### src/design/wsd_pkg.sv
`default_nettype none

package wsd_pkg;

  // Sizes of the deque.
  localparam int CAPACITY  = 256;
  localparam int ITEM_BITS = 64;
  localparam int DATA_W    = 64;
  localparam int CNT_W     = 32;
  localparam int SLOT_W    = (CAPACITY > 1) ? $clog2(CAPACITY) : 1;

  // Only the low ITEM_BITS bits of an item word are kept.
  localparam logic [DATA_W-1:0] ITEM_MASK = {DATA_W{1'b1}} >> (DATA_W - ITEM_BITS);

  // Slot of the highest count value, reached when a counter wraps downward.
  localparam logic [SLOT_W-1:0] WRAP_SLOT = SLOT_W'(64'hFFFF_FFFF % CAPACITY);
  localparam logic [SLOT_W-1:0] LAST_SLOT = SLOT_W'(CAPACITY - 1);

  typedef enum logic [1:0] {
    MODE_PUSH      = 2'd0,
    MODE_TAKE_TAIL = 2'd1,
    MODE_TAKE_HEAD = 2'd2,
    MODE_NONE      = 2'd3
  } mode_e;

  typedef enum logic [1:0] {
    ST_OK    = 2'd0,
    ST_FULL  = 2'd1,
    ST_EMPTY = 2'd2
  } status_e;

  // Commands from the controller to the datapath.
  typedef struct packed {
    logic latch_req;
    logic exec;
    logic load_out;
  } ctrl_cmd_t;

  // Status from the datapath to the controller.
  typedef struct packed {
    logic out_free;
  } dp_stat_t;

endpackage

`default_nettype wire

### src/design/wsd_ctrl.sv
`default_nettype none

module wsd_ctrl (
  input  wire                logic clk_i,
  input  wire                logic rst_ni,
  input  wire                logic req_valid_i,
  output logic                     req_ready_o,
  output wsd_pkg::ctrl_cmd_t       cmd_o,
  input  wire wsd_pkg::dp_stat_t   stat_i
);
  import wsd_pkg::*;

  typedef enum logic [1:0] {
    S_IDLE,
    S_EXEC,
    S_LOAD
  } state_e;

  state_e state_q;
  logic   ready_q;

  // State and the registered ready flag.
  always_ff @(posedge clk_i or negedge rst_ni) begin
    if (!rst_ni) begin
      state_q <= S_IDLE;
      ready_q <= 1'b1;
    end else begin
      unique case (state_q)
        S_IDLE: begin
          if (req_valid_i && ready_q) begin
            state_q <= S_EXEC;
            ready_q <= 1'b0;
          end
        end
        S_EXEC: begin
          state_q <= S_LOAD;
        end
        S_LOAD: begin
          if (stat_i.out_free) begin
            state_q <= S_IDLE;
            ready_q <= 1'b1;
          end
        end
        default: begin
          state_q <= S_IDLE;
          ready_q <= 1'b1;
        end
      endcase
    end
  end

  assign req_ready_o = ready_q;

  // Commands to the datapath.
  always_comb begin
    cmd_o.latch_req = req_valid_i && ready_q;
    cmd_o.exec      = (state_q == S_EXEC);
    cmd_o.load_out  = (state_q == S_LOAD) && stat_i.out_free;
  end

endmodule

`default_nettype wire

### config.mk
export PLATFORM = sky130hd
export DESIGN_NAME = wsd_ctrl
export DESIGN_NICKNAME = d
export VERILOG_FILES = /design/src/design/wsd_pkg.sv /design/src/design/wsd_ctrl.sv
export SDC_FILE = /design/constraint.sdc
export NUM_CORES = 1
export LEC_CHECK = 0
export BUFFER_PORTS_ARGS = -buffer_cell sky130_fd_sc_hd__buf_2
export CAP_MARGIN = 20
export CORE_AREA = 2 2 39 41
export CTS_CLUSTER_SIZE = 24
export DETAILED_ROUTE_END_ITERATION = 12
export DIE_AREA = 0 0 41 43
export GPL_TIMING_DRIVEN = 0
export SLEW_MARGIN = 20
export SYNTH_ARGS = -nofsm -noshare
export SYNTH_HDL_FRONTEND = slang
export SYNTH_SLANG_ARGS = --single-unit
export TNS_END_PERCENT = 10
### constraint.sdc
create_clock -name clk_i -period 1.85 [get_ports clk_i]
set_clock_uncertainty 0.2 [all_clocks]
set_input_delay 0.0925 -clock clk_i [delete_from_list [all_inputs] [get_ports clk_i]]
set_output_delay 0.0925 -clock clk_i [all_outputs]
set_load 0.05 [all_outputs]
* Word-level counts from Yosys, hierarchy flattened
Index checks and enable logic that the tools add are counted.
Cells by class: add/sub/neg operators 0, $mul 0, divide/modulo/power cells 0, magnitude comparators 0, eq/ne operators 4, shift operators 0, muxes and demuxes 6, bitwise operators 1, reductions and logical operators 5
Operators with widths (count):
- $pmux 2 s3 | 1
- $mux 2 | 2
- $ne 2x2->1 const B | 2
- $pmux 1 s3 | 1
- $reduce_and 3->1 | 1
- $eq 2x1->1 const B | 1
- $eq 2x2->1 const B | 1
- $logic_and 1x1->1 | 2
- $logic_not 2->1 | 1
- $mux 1 | 2
- $reduce_and 2->1 | 1
- $not 1->1 | 1
Word-level totals: bits in registers 3, latch bits 0, bits in writable memories 0, ROM bits 0, input bits 4, output and inout port bits 4, word-level logic and storage cells 18, memories kept 0

* Logic depth before layout (Yosys ltp)
depth after elaboration 3, depth in mapped cells 3, mapped depth without buffers 3

* Worst setup path before layout
Ideal clock, no wire load.
path type register to register, start point reg ready_q (netlist: req_ready_o), end point reg state_q[0], setup time 88 ps, data arrival time 1252 ps, required time 1562 ps, slack 310 ps, cell stages (with the launch flop) 3, buffers on the path 0, clock period less this slack 1540 ps, cells stage by stage dfstp_2 -> and2_2 -> nor3b_1
RTL lines:
- start: declaration | line wsd_ctrl.sv:20 | logic ready_q;
- start signal: assignment | line wsd_ctrl.sv:26 | ready_q <= 1'b1;
- start signal: assignment | line wsd_ctrl.sv:32 | ready_q <= 1'b0;
- start signal: assignment | line wsd_ctrl.sv:41 | ready_q <= 1'b1;
- end signal: assignment | line wsd_ctrl.sv:25 | state_q <= S_IDLE;
- end signal: assignment | line wsd_ctrl.sv:31 | state_q <= S_EXEC;
- end signal: assignment | line wsd_ctrl.sv:36 | state_q <= S_LOAD;
- end: declaration | line wsd_ctrl.sv:19 | state_e state_q;

* Worst setup path after layout
start point reg state_q[0], end point reg ready_q (netlist: req_ready_o)
Between the ends: longest elaborated chain between the ends 3, elaborated cells between the ends (all ways) 8, classes of those cells 4 x eq/ne; 1 x mux; 1 x bitwise; 2 x reduce/logical
RTL lines:
- $eq 2x2->1, or another cell as far along | line wsd_ctrl.sv:28 | unique case (state_q)
- $ne 2x2->1 (no line) or $not 1->1 (tied branches)
- $reduce_and 3->1 (no line)
Several ways; a longest one is shown, not always the timed one. A chain may end at the register's enable or synchronous reset.

==> impl_metrics.tcl <==
set metrics [dict create \
    fmax_mhz 631 \
    maxCapViolCount 0 \
    clock_sinks 3 \
    period_share_pct 85.7 \
    critical_path_class "reg2reg" \
    hold_viol_final 0 \
    synthTopCellsByArea "dfrtp_1, dfstp_2, and3b_1" \
    multiInputGateArea_sq_um 63.8 \
    slew_headroom_pct 83.4 \
    reg2regPathDepth 4 \
    synth_area_per_cell_sq_um 10.8 \
    dr_total_vias 138 \
    cts_buffers 3 \
    crit_path_end_kind "flip-flop" \
    vdd_drop_max_v 0.000111 \
    synth_nets 17 \
    worstSetupStartpoint "state_q[0]$_DFFE_PN0P_" \
    grt_pass1_wl_um 483 \
    finalWirelength_um 319 \
    fin_cells 44 \
    yosysWarningCount 0 \
    place_inst 36 \
    die_h_um 43 \
    min_period_ps 1590 \
    syn_inst 13 \
    ys_seq_elements 3 \
    n_antenna_cell 0 \
    ios 8 \
    clk_pin_slew_ps 40 \
    htreeDepth 1 \
    fp-row-count 14 \
    power.density_nw_per_um2 735 \
    yosys.area.top_type "dfrtp_1" \
    ys_seq_area_share_pct 54.5 \
    netlist.area_leader.share_pct 35.7 \
    tns_ps 0 \
    start_kind "flip-flop" \
    rsz0062_at_grt "no" \
    drv_slew 0 \
    min_from "req_valid_i" \
    place_hpwl_um 212 \
    setup_violations 0 \
    cp-endpoint "req_ready_o$_DFFE_PN1P_" \
    via_per_inst 3.14 \
    clock_latency_ps 230 \
    outcome "finished clean" \
    hold_path.class "in2reg" \
    cts_setup_buffers 0 \
    tightest_slew_ps 250 \
    finish.utilization_pct 18.9 \
    fillCellCount 161 \
    cts_hold_buf 4 \
    synth_cell_type_count 11 \
    cts_tree "yes" \
    drc 0 \
    dr.first_iter.drc_count 1 \
    reg2reg_slack_ps 260 \
    critPathMaxFanout 6 \
    grt_use_total_pct 5.04 \
    ant_nets 0 \
    worst_ep_required_time_ps 1800 \
    initial_core_util_pct 10.1 \
    antenna_found_initial 0 \
    r2r-end "req_ready_o$_DFFE_PN1P_" \
    clockRootBuffer "clkbuf_4" \
    grt_max_degree 7 \
    worstPathCellList "nand2b_1, a21oi_1, nor2_1, dlygate4sd3_1" \
    slowest_delay_ps 550 \
    die-width_um 41 \
    gr-total-overflow 0 \
    dieArea_sq_um 1760 \
    grt_pass1_vias 134 \
    drive_gt1_share_pct 46.4 \
    io_buffers 7 \
    area_growth_pct 86.6 \
    p_leak_nw 0.145 \
    core_area_sq_um 1380 \
    cts.path.max_buffers 2 \
    nNetsFinal 33 \
    cpMaxStageDelayCell "dlygate4sd3_1" \
    cts_resized 0 \
    first_pass_iters 2 \
    r2r-start "state_q[0]$_DFFE_PN0P_" \
    wl_per_cell_um 7.25 \
    regArea_sq_um 76.3 \
    place.gp.congestion 0.528 \
    total_power_w 0.000192 \
    synthesis.area_sq_um 140 \
    arrival_ps 1540 \
]
[layout make-up]
cell class | count | area share [%]
Timing Repair Buffer | 11 | 28.7
Clock buffer | 4 | 10.0
Sequential cell | 3 | 29.2
Tap cell | 16 | 7.66
Multi-Input combinational cell | 10 | 24.4
[report_power, final]
| part | switching (W) | internal (W) |
|---|---|---|
| sequential | 0 | 0.0000661 |
| clock | 0.0000344 | 0.0000809 |
| combinational | 0.00000374 | 0.00000712 |
[worst min path at each step]
stage,endpoint,slack (ps),cells past startpoint
6_report,state_q[0]$_DFFE_PN0P_,120,3
5_1_grt,state_q[0]$_DFFE_PN0P_,140,3
4_1_cts,state_q[0]$_DFFE_PN0P_,110,3
3_5_place_dp,state_q[0]$_DFFE_PN0P_,-310,1
3_3_place_gp,state_q[0]$_DFFE_PN0P_,-310,1
2_1_floorplan,state_q[0]$_DFFE_PN0P_,-400,0
[state kept, by name, indices dropped and copies added, names as in the netlist]
name         count
req_ready_o      1
state_q          2
[cells in the final DEF, fill, tap and decap left out]
cell type,Yosys,routed
buf_2,0,7
dlygate4sd3_1,0,4
clkbuf_4,0,3
nor2_1,2,2
dfrtp_1,2,2
and2_2,1,1
nor2b_2,1,1
and3b_1,1,1
nor3b_1,1,1
nand2b_1,1,1
a21oi_1,1,1
nor3_1,1,1
a21o_1,1,1
clkbuf_1,0,1
dfstp_2,1,1
[kinds of logic after synthesis]
kind of cell and synth area share, %:
AND/OR/NAND/NOR 36.6, AO/OA/AOI/OAI 8.93, flip-flops 54.5
[Yosys cell counts]
cell type	number
nor3_1	1
dfrtp_1	2
dfstp_2	1
a21o_1	1
and3b_1	1
nor2b_2	1
and2_2	1
nand2b_1	1
a21oi_1	1
nor3b_1	1
nor2_1	2
[through the flow]
step	hold slack, ps	instance area (sq um)	worst slack (ps)
3_5_place_dp	-310	195	646
2_1_floorplan	-403	140	310
3_3_place_gp	-311	195	648
4_1_cts	114	262	265
5_1_grt	139	262	209
6_report	116	262	265
[routing by layer]
layer  global-route usage [%]  up-vias  wire length, um
met5                        0        -                0
met4                     8.00        0                0
met3                     4.71        0               39
met2                     5.63        6              154
met1                     3.57       58              125
li1                         -       74                -
[worst max-delay path: cells and delay by family, from the launching register on]
kind	cells	cell delay, ps
AO/OA/AOI/OAI	1	130
buffers and inverters	1	550
flip-flops	1	410
AND/OR/NAND/NOR	2	220
(Power assumes the default switching activity.)
